**config.mk**
```make
export PLATFORM = sky130hd
export DESIGN_NAME = puncture_conformal_factor_unit
export DESIGN_NICKNAME = d
export VERILOG_FILES = /design/src/design/pcf_pkg.sv /design/src/design/pcf_ram.sv /design/src/design/pcf_iter.sv /design/src/design/puncture_conformal_factor_unit.sv
export VERILOG_INCLUDE_DIRS = /design/src /design/src/design
export SDC_FILE = /design/constraint.sdc
export NUM_CORES = 2
export LEC_CHECK = 0
export BUFFER_PORTS_ARGS = -buffer_cell sky130_fd_sc_hd__buf_2
export CORE_MARGIN = 2
export CORE_UTILIZATION = 40
export DETAILED_ROUTE_END_ITERATION = 12
export GPL_TIMING_DRIVEN = 0
export HOLD_SLACK_MARGIN = 0.03
export REMOVE_ABC_BUFFERS = 1
export SLEW_MARGIN = 20
export SYNTH_ARGS = -nofsm -noshare
export SYNTH_HDL_FRONTEND = slang
export SYNTH_SLANG_ARGS = --single-unit
export TNS_END_PERCENT = 10
```
**constraint.sdc**
```tcl
create_clock -name i_clk -period 17.25 [get_ports i_clk]
set_input_delay 0 -clock i_clk [delete_from_list [all_inputs] [get_ports i_clk]]
set_output_delay 0 -clock i_clk [all_outputs]
set_load 0.1 [all_outputs]
```
**src/design/puncture_conformal_factor_unit_macros.svh**
```systemverilog
// ---------------------------------------------------------------------------
// puncture conformal factor assertion macros
// shared wrappers for the concurrent checks of the block
// ---------------------------------------------------------------------------
`ifndef PUNCTURE_CONFORMAL_FACTOR_UNIT_MACROS_SVH
`define PUNCTURE_CONFORMAL_FACTOR_UNIT_MACROS_SVH

// antecedent implies consequent in the same cycle
`define PCF_ASSERT_SAME(label, ante, cons, msg) \
    label: assert property (@(posedge i_clk) disable iff (!i_rst_n) (ante) |-> (cons)) \
        else $error(msg);

// antecedent implies consequent in the next cycle
`define PCF_ASSERT_NEXT(label, ante, cons, msg) \
    label: assert property (@(posedge i_clk) disable iff (!i_rst_n) (ante) |=> (cons)) \
        else $error(msg);

`endif

```
**src/design/pcf_pkg.sv**
```systemverilog
// ---------------------------------------------------------------------------
// pcf_pkg
// types and constants of the puncture conformal factor unit
// ---------------------------------------------------------------------------
package pcf_pkg;

    localparam int MAX_PUNCTURES = 4;
    localparam int SLOT_W        = 2;
    localparam int CNT_W         = 3;
    localparam int IDX_W         = $clog2(MAX_PUNCTURES);
    localparam int STEP_W        = 7;
    localparam int NUM_W         = 96;
    localparam int DEN_W         = 64;
    localparam int ENTRY_W       = 128;

    localparam logic [30:0] PSI_ONE = 31'h0001_0000;
    localparam logic [30:0] PSI_MAX = 31'h7FFF_FFFF;

    localparam logic FUNC_LOAD = 1'b0;
    localparam logic FUNC_EVAL = 1'b1;

    localparam logic [STEP_W-1:0] STEPS_ROOT_S   = 7'd33;
    localparam logic [STEP_W-1:0] STEPS_TERM     = 7'd47;
    localparam logic [STEP_W-1:0] STEPS_INV      = 7'd96;
    localparam logic [STEP_W-1:0] STEPS_CHI      = 7'd64;
    localparam logic [STEP_W-1:0] STEPS_LAPSE    = 7'd32;

    typedef enum logic [4:0] {
        S_IDLE, S_READ, S_LOAD, S_SQX, S_SQY, S_SQZ, S_ACC,
        S_ROOT, S_ROOT_W, S_TERM, S_TERM_W,
        S_P2, S_INV, S_INV_W, S_CHI, S_CHI_W, S_LAP, S_LAP_W, S_OUT
    } t_state;

    typedef struct packed {
        logic              start;
        logic              sqrt_mode;
        logic [STEP_W-1:0] steps;
    } t_iter_req;

endpackage

```
**src/design/pcf_ram.sv**
```systemverilog
// ---------------------------------------------------------------------------
// pcf_ram
// generic single write, single read ram with registered read data
// ---------------------------------------------------------------------------
module pcf_ram #(
    parameter int WIDTH = 32,
    parameter int DEPTH = 4
) (
    input  logic                     i_clk,
    input  logic                     i_we,
    input  logic [$clog2(DEPTH)-1:0] i_waddr,
    input  logic [WIDTH-1:0]         i_wdata,
    input  logic [$clog2(DEPTH)-1:0] i_raddr,
    output logic [WIDTH-1:0]         o_rdata
);

    logic [WIDTH-1:0] r_mem [DEPTH];
    logic [WIDTH-1:0] r_rdata;

    always_ff @(posedge i_clk) begin
        if (i_we) begin
            r_mem[i_waddr] <= i_wdata;
        end
        r_rdata <= r_mem[i_raddr];
    end

    assign o_rdata = r_rdata;

endmodule

```
**src/design/pcf_iter.sv**
```systemverilog
// ---------------------------------------------------------------------------
// pcf_iter
// shared restoring divider and square root, one result bit per cycle
// ---------------------------------------------------------------------------
module pcf_iter (
    input  logic                     i_clk,
    input  logic                     i_rst_n,
    input  pcf_pkg::t_iter_req       i_req,
    input  logic [pcf_pkg::NUM_W-1:0] i_num,
    input  logic [pcf_pkg::DEN_W-1:0] i_den,
    output logic                     o_busy,
    output logic                     o_done,
    output logic [63:0]              o_q
);
    import pcf_pkg::*;

    logic              r_busy;
    logic              r_done;
    logic              r_mode;
    logic [STEP_W-1:0] r_cnt;
    logic [NUM_W-1:0]  r_num;
    logic [DEN_W-1:0]  r_den;
    logic [65:0]       r_rem;
    logic [63:0]       r_q;
    logic [65:0]       rem_s;
    logic [65:0]       trial;
    logic              ge;
    logic [65:0]       n_rem;

    always_comb begin
        if (r_mode) begin
            rem_s = {r_rem[63:0], r_num[NUM_W-1 -: 2]};
            trial = {r_q, 2'b01};
        end else begin
            rem_s = {r_rem[64:0], r_num[NUM_W-1]};
            trial = {2'b00, r_den};
        end
        ge    = (rem_s >= trial);
        n_rem = ge ? (rem_s - trial) : rem_s;
    end

    always_ff @(posedge i_clk) begin
        if (!i_rst_n) begin
            r_busy <= 1'b0;
            r_done <= 1'b0;
        end else begin
            r_done <= 1'b0;
            if (i_req.start) begin
                r_busy <= 1'b1;
                r_cnt  <= i_req.steps;
                r_mode <= i_req.sqrt_mode;
                r_num  <= i_num;
                r_den  <= i_den;
                r_rem  <= '0;
                r_q    <= '0;
            end else if (r_busy) begin
                r_num <= r_mode ? {r_num[NUM_W-3:0], 2'b00} : {r_num[NUM_W-2:0], 1'b0};
                r_rem <= n_rem;
                r_q   <= {r_q[62:0], ge};
                r_cnt <= r_cnt - 1'b1;
                if (r_cnt == 7'd1) begin
                    r_busy <= 1'b0;
                    r_done <= 1'b1;
                end
            end
        end
    end

    assign o_busy = r_busy;
    assign o_done = r_done;
    assign o_q    = r_q;

endmodule

```
**src/design/puncture_conformal_factor_unit.sv**
```systemverilog
// ---------------------------------------------------------------------------
// puncture_conformal_factor_unit
// brill-lindquist conformal factor chi = psi^-4 and lapse = sqrt(chi)
// ---------------------------------------------------------------------------
// A load transfer (tuser 0) writes one puncture into the table; an evaluate
// transfer (tuser 1) runs over n active punctures (a count above four counts
// as four) on the bit-serial divider and square root unit that all steps
// share. Per puncture: the table read and squaring states (read, load, sqx,
// sqy, sqz, acc), a 33-step root and a 47-step divide, each with a start
// state and a wait state. Then a psi^2 state, a 96-step and a 64-step divide
// and a 32-step root, each with a start state and a wait state, and a state
// that hands over to the output register; that last state stretches while an
// older result still waits there. The puncture table sits in a ram with
// registered read. A finished result waits in the output register while the
// next transfer is taken.
module puncture_conformal_factor_unit (
    input  logic          i_clk,
    input  logic          i_rst_n,
    input  logic          i_cfg_we,
    input  logic [2:0]    i_cfg_wdata,
    input  logic          s_axis_tvalid,
    output logic          s_axis_tready,
    // slot, mass, pos_x, pos_y, pos_z, zero pad
    input  logic [135:0]  s_axis_tdata,
    // func
    input  logic          s_axis_tuser,
    output logic          m_axis_tvalid,
    input  logic          m_axis_tready,
    // chi_out, lapse_out
    output logic [63:0]   m_axis_tdata
);
    import pcf_pkg::*;

    t_state          r_state, n_state;
    logic [CNT_W-1:0] r_count;
    logic [CNT_W-1:0] count_eff;
    logic [CNT_W-1:0] r_n;
    logic [31:0]     r_px, r_py, r_pz;
    logic [31:0]     r_mass, r_dx, r_dy, r_dz;
    logic [63:0]     r_prod;
    logic [65:0]     r_acc;
    logic [32:0]     r_r;
    logic [30:0]     r_psi;
    logic [63:0]     r_t;
    logic [31:0]     r_chi;
    logic            r_out_valid;
    logic [31:0]     r_out_chi, r_out_lapse;
    logic [31:0]     r_out_lapse_q;

    logic            in_xfer;
    logic            ram_we;
    logic [ENTRY_W-1:0] ram_wdata, ram_rdata;
    logic [31:0]     mult_a;
    logic [31:0]     ad_x, ad_y, ad_z;
    t_iter_req       req;
    logic [NUM_W-1:0] it_num;
    logic [DEN_W-1:0] it_den;
    logic            it_busy, it_done;
    logic [63:0]     it_q;
    logic [47:0]     psi_sum;

    assign count_eff = (r_count > CNT_W'(MAX_PUNCTURES)) ? CNT_W'(MAX_PUNCTURES) : r_count;
    assign s_axis_tready = (r_state == S_IDLE);
    assign in_xfer = s_axis_tvalid && s_axis_tready;
    assign ram_we = in_xfer && (s_axis_tuser == FUNC_LOAD)
                    && ({1'b0, s_axis_tdata[SLOT_W-1:0]} < 3'(MAX_PUNCTURES));
    assign ram_wdata = s_axis_tdata[129:2];

    pcf_ram #(.WIDTH(ENTRY_W), .DEPTH(MAX_PUNCTURES)) u_table (
        .i_clk   (i_clk),
        .i_we    (ram_we),
        .i_waddr (s_axis_tdata[IDX_W-1:0]),
        .i_wdata (ram_wdata),
        .i_raddr (r_n[IDX_W-1:0]),
        .o_rdata (ram_rdata)
    );

    function automatic logic [31:0] abs_diff(input logic [31:0] a, input logic [31:0] b);
        logic [32:0] d;
        d = {a[31], a} - {b[31], b};
        return d[32] ? 32'(-d) : d[31:0];
    endfunction

    assign ad_x = abs_diff(r_px, ram_rdata[63:32]);
    assign ad_y = abs_diff(r_py, ram_rdata[95:64]);
    assign ad_z = abs_diff(r_pz, ram_rdata[127:96]);
    assign psi_sum = {17'b0, r_psi} + it_q[47:0];

    always_comb begin
        case (r_state)
            S_SQY:   mult_a = r_dy;
            S_SQZ:   mult_a = r_dz;
            S_P2:    mult_a = {1'b0, r_psi};
            default: mult_a = r_dx;
        endcase
    end

    pcf_iter u_iter (
        .i_clk   (i_clk),
        .i_rst_n (i_rst_n),
        .i_req   (req),
        .i_num   (it_num),
        .i_den   (it_den),
        .o_busy  (it_busy),
        .o_done  (it_done),
        .o_q     (it_q)
    );

    always_comb begin
        n_state = r_state;
        req     = '0;
        it_num  = '0;
        it_den  = '0;
        case (r_state)
            S_IDLE: begin
                if (in_xfer && s_axis_tuser == FUNC_EVAL) begin
                    n_state = (count_eff == '0) ? S_P2 : S_READ;
                end
            end
            S_READ:   n_state = S_LOAD;
            S_LOAD:   n_state = S_SQX;
            S_SQX:    n_state = S_SQY;
            S_SQY:    n_state = S_SQZ;
            S_SQZ:    n_state = S_ACC;
            S_ACC:    n_state = S_ROOT;
            S_ROOT: begin
                req     = '{start: 1'b1, sqrt_mode: 1'b1, steps: STEPS_ROOT_S};
                it_num  = {r_acc, 30'b0};
                n_state = S_ROOT_W;
            end
            S_ROOT_W: if (it_done) n_state = S_TERM;
            S_TERM: begin
                req     = '{start: 1'b1, sqrt_mode: 1'b0, steps: STEPS_TERM};
                it_num  = {r_mass, 15'b0, 49'b0};
                it_den  = {31'b0, r_r};
                n_state = S_TERM_W;
            end
            S_TERM_W: begin
                if (it_done) begin
                    n_state = (r_n + 1'b1 < count_eff) ? S_READ : S_P2;
                end
            end
            S_P2:     n_state = S_INV;
            S_INV: begin
                req     = '{start: 1'b1, sqrt_mode: 1'b0, steps: STEPS_INV};
                it_num  = {1'b1, 95'b0};
                it_den  = r_prod;
                n_state = S_INV_W;
            end
            S_INV_W:  if (it_done) n_state = S_CHI;
            S_CHI: begin
                req     = '{start: 1'b1, sqrt_mode: 1'b0, steps: STEPS_CHI};
                it_num  = {r_t, 32'b0};
                it_den  = r_prod;
                n_state = S_CHI_W;
            end
            S_CHI_W:  if (it_done) n_state = S_LAP;
            S_LAP: begin
                req     = '{start: 1'b1, sqrt_mode: 1'b1, steps: STEPS_LAPSE};
                it_num  = {1'b0, r_chi, 31'b0, 32'b0};
                n_state = S_LAP_W;
            end
            S_LAP_W:  if (it_done) n_state = S_OUT;
            S_OUT:    if (!r_out_valid || m_axis_tready) n_state = S_IDLE;
            default:  n_state = S_IDLE;
        endcase
    end

    always_ff @(posedge i_clk) begin
        if (!i_rst_n) begin
            r_state     <= S_IDLE;
            r_count     <= '0;
            r_out_valid <= 1'b0;
        end else begin
            r_state <= n_state;
            if (i_cfg_we) begin
                r_count <= i_cfg_wdata;
            end
            if (r_state == S_OUT && (!r_out_valid || m_axis_tready)) begin
                r_out_valid <= 1'b1;
            end else if (m_axis_tready) begin
                r_out_valid <= 1'b0;
            end
        end
    end

    always_ff @(posedge i_clk) begin
        case (r_state)
            S_IDLE: begin
                r_px  <= s_axis_tdata[65:34];
                r_py  <= s_axis_tdata[97:66];
                r_pz  <= s_axis_tdata[129:98];
                r_n   <= '0;
                r_psi <= PSI_ONE;
            end
            S_LOAD: begin
                r_mass <= ram_rdata[31:0];
                r_dx   <= ad_x;
                r_dy   <= ad_y;
                r_dz   <= ad_z;
            end
            S_SQX: begin
                r_prod <= mult_a * mult_a;
                r_acc  <= '0;
            end
            S_SQY, S_SQZ: begin
                r_prod <= mult_a * mult_a;
                r_acc  <= r_acc + {2'b0, r_prod};
            end
            S_ACC:    r_acc <= r_acc + {2'b0, r_prod};
            S_ROOT_W: if (it_done) r_r <= (it_q[32:0] == '0) ? 33'd1 : it_q[32:0];
            S_TERM_W: begin
                if (it_done) begin
                    r_psi <= (psi_sum > {17'b0, PSI_MAX}) ? PSI_MAX : psi_sum[30:0];
                    r_n   <= r_n + 1'b1;
                end
            end
            S_P2:     r_prod <= mult_a * mult_a;
            S_INV_W:  if (it_done) r_t <= it_q;
            S_CHI_W:  if (it_done) r_chi <= it_q[31:0];
            S_LAP_W:  if (it_done) r_out_lapse <= it_q[31:0];
            S_OUT: begin
                if (!r_out_valid || m_axis_tready) begin
                    r_out_chi     <= r_chi;
                    r_out_lapse_q <= r_out_lapse;
                end
            end
            default: ;
        endcase
    end

    assign m_axis_tvalid = r_out_valid;
    assign m_axis_tdata  = {r_out_lapse_q, r_out_chi};

`include "puncture_conformal_factor_unit_macros.svh"

    `PCF_ASSERT_SAME(a_idle_unit_free, r_state == S_IDLE, !it_busy, "iter unit busy in idle")
    `PCF_ASSERT_SAME(a_psi_range, r_state != S_IDLE, r_psi >= PSI_ONE, "psi below one")
    `PCF_ASSERT_SAME(a_chi_range, m_axis_tvalid, m_axis_tdata[31:0] <= 32'h8000_0000, "chi over one")
    `PCF_ASSERT_NEXT(a_out_hold, m_axis_tvalid && !m_axis_tready, r_state != S_IDLE || m_axis_tvalid, "result dropped")

endmodule

```
# ---- After elaboration in Yosys (flattened, before gate mapping)
# Memories as Yosys holds them, arrays and structs flattened. A register that Yosys moved wholly into a read port is not among the register bits.
# Index checks and enable logic that the tools add are counted.
# Widths: inputs -> output; s select.
dict set report op_classes {
  order_cmp 4
  n_addsub 11
  multipliers 1
  n_reduce_logical 26
  eq_ne 26
  bitwise_logic 3
  muxes 42
}
# op count
set ops {}
lappend ops {{$pmux 96 s5} 1}
lappend ops {{$mux 96} 3}
lappend ops {{$mux 66} 2}
lappend ops {{$pmux 66 s2} 1}
lappend ops {{$mux 65} 2}
lappend ops {{$pmux 64 s2} 1}
lappend ops {{$sub 32x32->33} 3}
lappend ops {{$mux 32} 3}
lappend ops {{$neg 32->32} 3}
lappend ops {{$pmux 32 s3} 1}
lappend ops {{$pmux 5 s19} 1}
lappend ops {{$add 66x64->66} 1}
lappend ops {{$ge 66x66->1} 1}
lappend ops {{$sub 65x65->65} 1}
lappend ops {{$mul 32x32->64} 1}
lappend ops {{$mux 64} 1}
lappend ops {{$mux 31} 2}
lappend ops {{$pmux 31 s2} 1}
lappend ops {{$add 31x48->48} 1}
lappend ops {{$gt 48x31->1 const B} 1}
lappend ops {{$pmux 9 s5} 1}
lappend ops {{$eq 5x4->1 const B} 8}
lappend ops {{$mux 5} 7}
lappend ops {{$logic_not 33->1} 1}
lappend ops {{28 further kinds} 65}
dict set report word_totals {
  in_bits 145
  ram_bits 512
  n_memories 1
  register_bits 921
  word_cells 142
}
# name words width read_ports rd_clocked_by_memory_dff wr line
set mem_list {}
lappend mem_list {u_table.r_mem 4 128 1 1 1 pcf_ram.sv:17} ;# logic [WIDTH-1:0] r_mem [DEPTH];

# ---- Longest topological paths before layout
dict set report logic_depth {
  depth_word 6
  mapped_depth 38
  mapped_depth_nobuf 35
}

# ---- Hierarchy
# A second synthesis with hierarchy kept.
dict set report unflattened {
  cells_unflattened 8832
  area_unflattened_um2 103613.1
}
# module n_inst cells_per_inst area_each_um2
set by_module_without_submodules {}
lappend by_module_without_submodules {puncture_conformal_factor_unit 1 6419 64481.8}
lappend by_module_without_submodules {pcf_ram 1 800 21165.3}
lappend by_module_without_submodules {pcf_iter 1 1613 17966.0}

# ---- Worst setup path before layout
# Ideal clock, no wire load.
dict set report synth_path {
  path_type {flip-flop to flip-flop}
  from {reg r_state[4]}
  to {mem u_table.r_mem[0][0] (netlist name), enable pin}
  n_path_buf 2
  arrival_ns 15.889
  slack_ns 0.588
  path_stages_with_launch 7
  t_required_ns 16.476
  synth_period_minus_slack_ns 16.662
  cell_sequence {dfxtp_1 clkbuf_1 or2_2 clkbuf_1 nor2_1 nand3b_1 nor3_1}
}
dict set report synth_between {
  elab_chain_cells 5
}
# item line
set synth_lines {}
lappend synth_lines {{from (decl)} puncture_conformal_factor_unit.sv:34} ;# t_state r_state, n_state;
lappend synth_lines {{from (signal assigned)} puncture_conformal_factor_unit.sv:175} ;# r_state <= n_state;
lappend synth_lines {{$logic_not 5->1} puncture_conformal_factor_unit.sv:63} ;# assign s_axis_tready = (r_state == S_IDLE);
lappend synth_lines {{net s_axis_tready} puncture_conformal_factor_unit.sv:22} ;# output logic s_axis_tready,
lappend synth_lines {{$logic_and 1x1->1} puncture_conformal_factor_unit.sv:64} ;# assign in_xfer = s_axis_tvalid && s_axis_tready;
lappend synth_lines {{$logic_and 1x1->1} puncture_conformal_factor_unit.sv:65} ;# assign ram_we = in_xfer && (s_axis_tuser == FUNC_LOAD)
lappend synth_lines {{$mux 1} pcf_ram.sv:21} ;# if (i_we) begin
lappend synth_lines {{$mux 1 (not written as such)} pcf_ram.sv:22} ;# r_mem[i_waddr] <= i_wdata;
lappend synth_lines {{to (decl)} pcf_ram.sv:17}
# The timed path passes the listed nets, and every way through them passes these cells.

# ---- Worst setup path after layout
dict set report layout_path {
  from {reg r_state[1]}
  to {reg r_prod[51], data pin}
}
dict set report layout_between {
  elab_chain_cells 3
  elab_cells_between_ends 5
  cone_classes {mul (1); eq/ne (3); mux (1)}
}
# item line
set layout_lines {}
lappend layout_lines {{$eq 5x4->1 / $eq 5x3->1 (equally long branches)} {puncture_conformal_factor_unit.sv:90, puncture_conformal_factor_unit.sv:188}}
lappend layout_lines {{$pmux 32 s3 *} puncture_conformal_factor_unit.sv:90} ;# case (r_state)
lappend layout_lines {{$mul 32x32->64 *} {puncture_conformal_factor_unit.sv:203, puncture_conformal_factor_unit.sv:207, puncture_conformal_factor_unit.sv:218}}
lappend layout_lines {{to (signal assigned)} puncture_conformal_factor_unit.sv:203} ;# r_prod <= mult_a * mult_a;
lappend layout_lines {{to (signal assigned)} puncture_conformal_factor_unit.sv:207} ;# r_prod <= mult_a * mult_a;
lappend layout_lines {{to (signal assigned)} puncture_conformal_factor_unit.sv:218} ;# S_P2: r_prod <= mult_a * mult_a;
lappend layout_lines {{to (decl)} puncture_conformal_factor_unit.sv:40} ;# logic [63:0] r_prod;
# Mark *: on every way between the ends. The rest lies on a longest branch, timed or not.
# A chain may end at the register's enable or synchronous reset.

==> impl_metrics.json <==
{
  "outcome": "complete, no violations",
  "h-tree-depth": 4,
  "areaGrowthSynthToFinish_pct": 16.0,
  "yosysMostFrequentCell": "edfxtp_1",
  "synth_warnings": 0,
  "io_buffers": 204,
  "synth.distinct_cells": 102,
  "cts.clk_slew.worst_paths_ps": 60,
  "rsz0062_at_grt": "false",
  "tns_ps": 0,
  "synth_edf_count": 1391,
  "cp_data_arrival_time_ps": 13310,
  "crit_type": "reg -> reg",
  "dieHeight_microns": 506,
  "cp_slowest_cell": "a221o_1",
  "fin_skew_ps": 83.7,
  "critical_path.endpoint": "r_prod[51]$_DFFE_PP_",
  "r2r-start": "r_state[1]$_SDFFE_PN0P_",
  "setup_viol": 0,
  "numCtsBuffers": 168,
  "drtIter0Drc": 5170,
  "drc_errors": 0,
  "core_sq_um": 251000,
  "min_period_ps": 12690,
  "die_w_microns": 506,
  "syn_inst": 8575,
  "clock_latency_ps": 880,
  "wl_mm": 287,
  "die_area_sq_um": 256000,
  "antenna_found_initial": 27,
  "place_hpwl_mm": 222,
  "cp.buffers_inverters": 7,
  "crit_path_end_kind": "flop",
  "synth_top_cell_area_share_pct": 41.4,
  "cp.depth": 32,
  "cap_violations": 0,
  "reg2reg_to": "r_prod[51]$_DFFE_PP_",
  "syn_avg_cell_area_sq_um": 11.8,
  "synthFlopType": "edfxtp_1",
  "hold_class": "in -> reg",
  "initial_utilization_pct": 40.2,
  "grt_use_total_pct": 22.3,
  "slew_violations": 0,
  "max_freq_mhz": 78.8,
  "critPathLaunchType": "flop",
  "cpMostUsedCell": "fa_1",
  "async_reset_ff_share_pct": 0,
  "via_count": 67440,
  "root_buffer": "clkbuf_16",
  "cpLargestDelayFamily": "adder cells",
  "grt_max_degree": 73,
  "wire_per_inst_microns": 22.7,
  "cp.required_ps": 17870,
  "firstDrtPassIters": 6,
  "postCtsSetupRepairBufs": 0,
  "synth_commonest_cells": "1391 x edfxtp_1, 1191 x inv_1, 797 x fa_1",
  "cp_max_fo": 21,
  "ys_ff_latch": 1530,
  "clk_path_buf_depth": 3,
  "drive_gt1_share_pct": 11.5,
  "max_stage_delay_ps": 960,
  "netlist_area_sq_um": 101000,
  "nets": 10618,
  "crit_start": "r_state[1]$_SDFFE_PN0P_",
  "finalCritPeriodShare_pct": 73.6,
  "tightest_slew_ps": 1270,
  "grt_pass1_wl_mm": 435,
  "reg2regPathDepth": 32,
  "grt_pass1_vias": 70596,
  "overflow": 0,
  "rrSetupSlack_ps": 4560,
  "tritoncts": "yes",
  "slew_headroom_pct": 14.5,
  "ys_top_cells_by_area": "edfxtp_1 41%, fa_1 16%, ha_1 6.9%, inv_1 4.4%, mux4_2 2.9%",
  "num_rows": 184,
  "viasPerCell": 5.34,
  "hold_viol": 0,
  "clock-sinks": 1530,
  "antenna_left": 0,
  "io_pins": 211,
  "synth-seq-area-share_pct": 44.2,
  "place_congestion": 0.945,
  "synth_top_cell_by_area": "edfxtp_1"
}
tightest hold or removal path, delay by kind of cell:
family / cells / cell delay (ps)
buffers and inverters: 3 / 860
AOI/OAI and AO/OA: 1 / 60
cell type report:
cell class	count	area (sq um)
tap	3348	4190
multi-input combinational	5469	50900
clock inverter	89	1050
inverter	1200	4510
antenna	10	25.0
sequential	1530	44600
clock buffer	228	4600
fill	22625	134000
timing repair buffer	750	7170
layout by cell type, fill, tap and decap left out, types with 24 or more instances in the layout:
master / netlist / final
inv_1: 1191 / 1182
xnor2_1: 247 / 247
xor2_1: 161 / 161
a21o_1: 196 / 194
o21bai_1: 52 / 52
a21oi_1: 389 / 387
buf_4: 1 / 109
mux2i_1: 114 / 113
nand2_1: 521 / 520
nor2_1: 617 / 608
edfxtp_1: 1391 / 1391
a22o_1: 66 / 66
buf_16: 0 / 30
clkinv_2: 0 / 24
dfxtp_1: 139 / 139
a31oi_1: 77 / 75
nor2b_1: 74 / 73
fa_1: 797 / 797
nor3_1: 84 / 73
a22oi_1: 99 / 99
or3_1: 29 / 29
and3_1: 49 / 49
dlygate4sd3_1: 0 / 281
buf_2: 3 / 218
and2_1: 136 / 136
nor4_1: 29 / 26
mux2_2: 70 / 70
mux4_2: 128 / 128
nand4_1: 78 / 78
a211oi_1: 82 / 80
ha_1: 557 / 557
nand2b_1: 28 / 28
clkbuf_16: 0 / 169
buf_8: 0 / 46
clkinv_1: 7 / 24
clkbuf_1: 341 / 44
o21ai_0: 266 / 266
nand3_1: 94 / 94
o21a_1: 73 / 73
buf_6: 4 / 45
flip-flops by register name (all words and copies together) (netlist names), 33 cells and up:
signal           cells
r_t                 64
r_prod              63
u_iter.r_num        66
u_iter.o_q          64
u_table.r_mem      512
u_table.o_rdata    128
u_iter.r_den        64
r_r                 33
u_iter.r_rem        65
r_acc               66
cell families after synthesis:
kind of cell             Yosys count  synth area share, %
AO/OA/AOI/OAI                   1566                 10.4
XOR/XNOR                         409                 3.56
adder cells (fa/ha/maj)         1354                 22.7
buffers and inverters           1576                 5.91
flip-flops                      1530                 44.2
multiplexers                     312                 4.77
AND/OR/NAND/NOR                 1828                 8.43
worst min-delay path by stage:
stage	depth (start not counted)	startpoint	to
6_report	4	i_rst_n	r_state[3]$_SDFFE_PN0P_
5_1_grt	4	i_rst_n	r_state[3]$_SDFFE_PN0P_
4_1_cts	4	i_rst_n	r_state[3]$_SDFFE_PN0P_
3_5_place_dp	1	s_axis_tdata[14]	u_table.r_mem[0][12]$_DFFE_PP_
3_3_place_gp	1	s_axis_tdata[14]	u_table.r_mem[3][12]$_DFFE_PP_
2_1_floorplan	0	s_axis_tdata[34]	r_px[0]$_DFFE_PP_
per-layer routing:
metal  vias to the layer above  track usage, %  wire length, microns
met3                       458            4.25                 18300
li1                      31048               -                     -
met4                        40            7.10                  9350
met1                     33836            29.0                121000
met2                      2058            37.6                138000
met5                         -               0                   212
through the flow:
| stage | worst slack [ps] | cell area (sq um) | utilization [%] | cells | hold slack, ps |
|---|---|---|---|---|---|
| finish | 4560 | 117000 | 46.6 | 12624 | 93.2 |
| detailed placement | 4220 | 108000 | 43.2 | 12016 | 217 |
| global placement | -13420 | 105000 | 41.7 | 11751 | 210 |
| floorplan | 680 | 99300 | - | 8199 | 98.9 |
| CTS | 4190 | 117000 | 46.6 | 12614 | 34.0 |
| global route | 4110 | 117000 | 46.6 | 12617 | 114 |
timing repair:
| action | 4_1_cts | 5_1_grt |
|---|---|---|
| resized for setup | 0 | 0 |
| hold buffers | 281 | 0 |
| setup endpoints to repair | 0 | 0 |
| endpoints found under the hold margin | 836 | 0 |
Power is left out: the tool's default activity adds up to more than one toggle a clock period on the data nets, which glitch-free logic cannot reach.
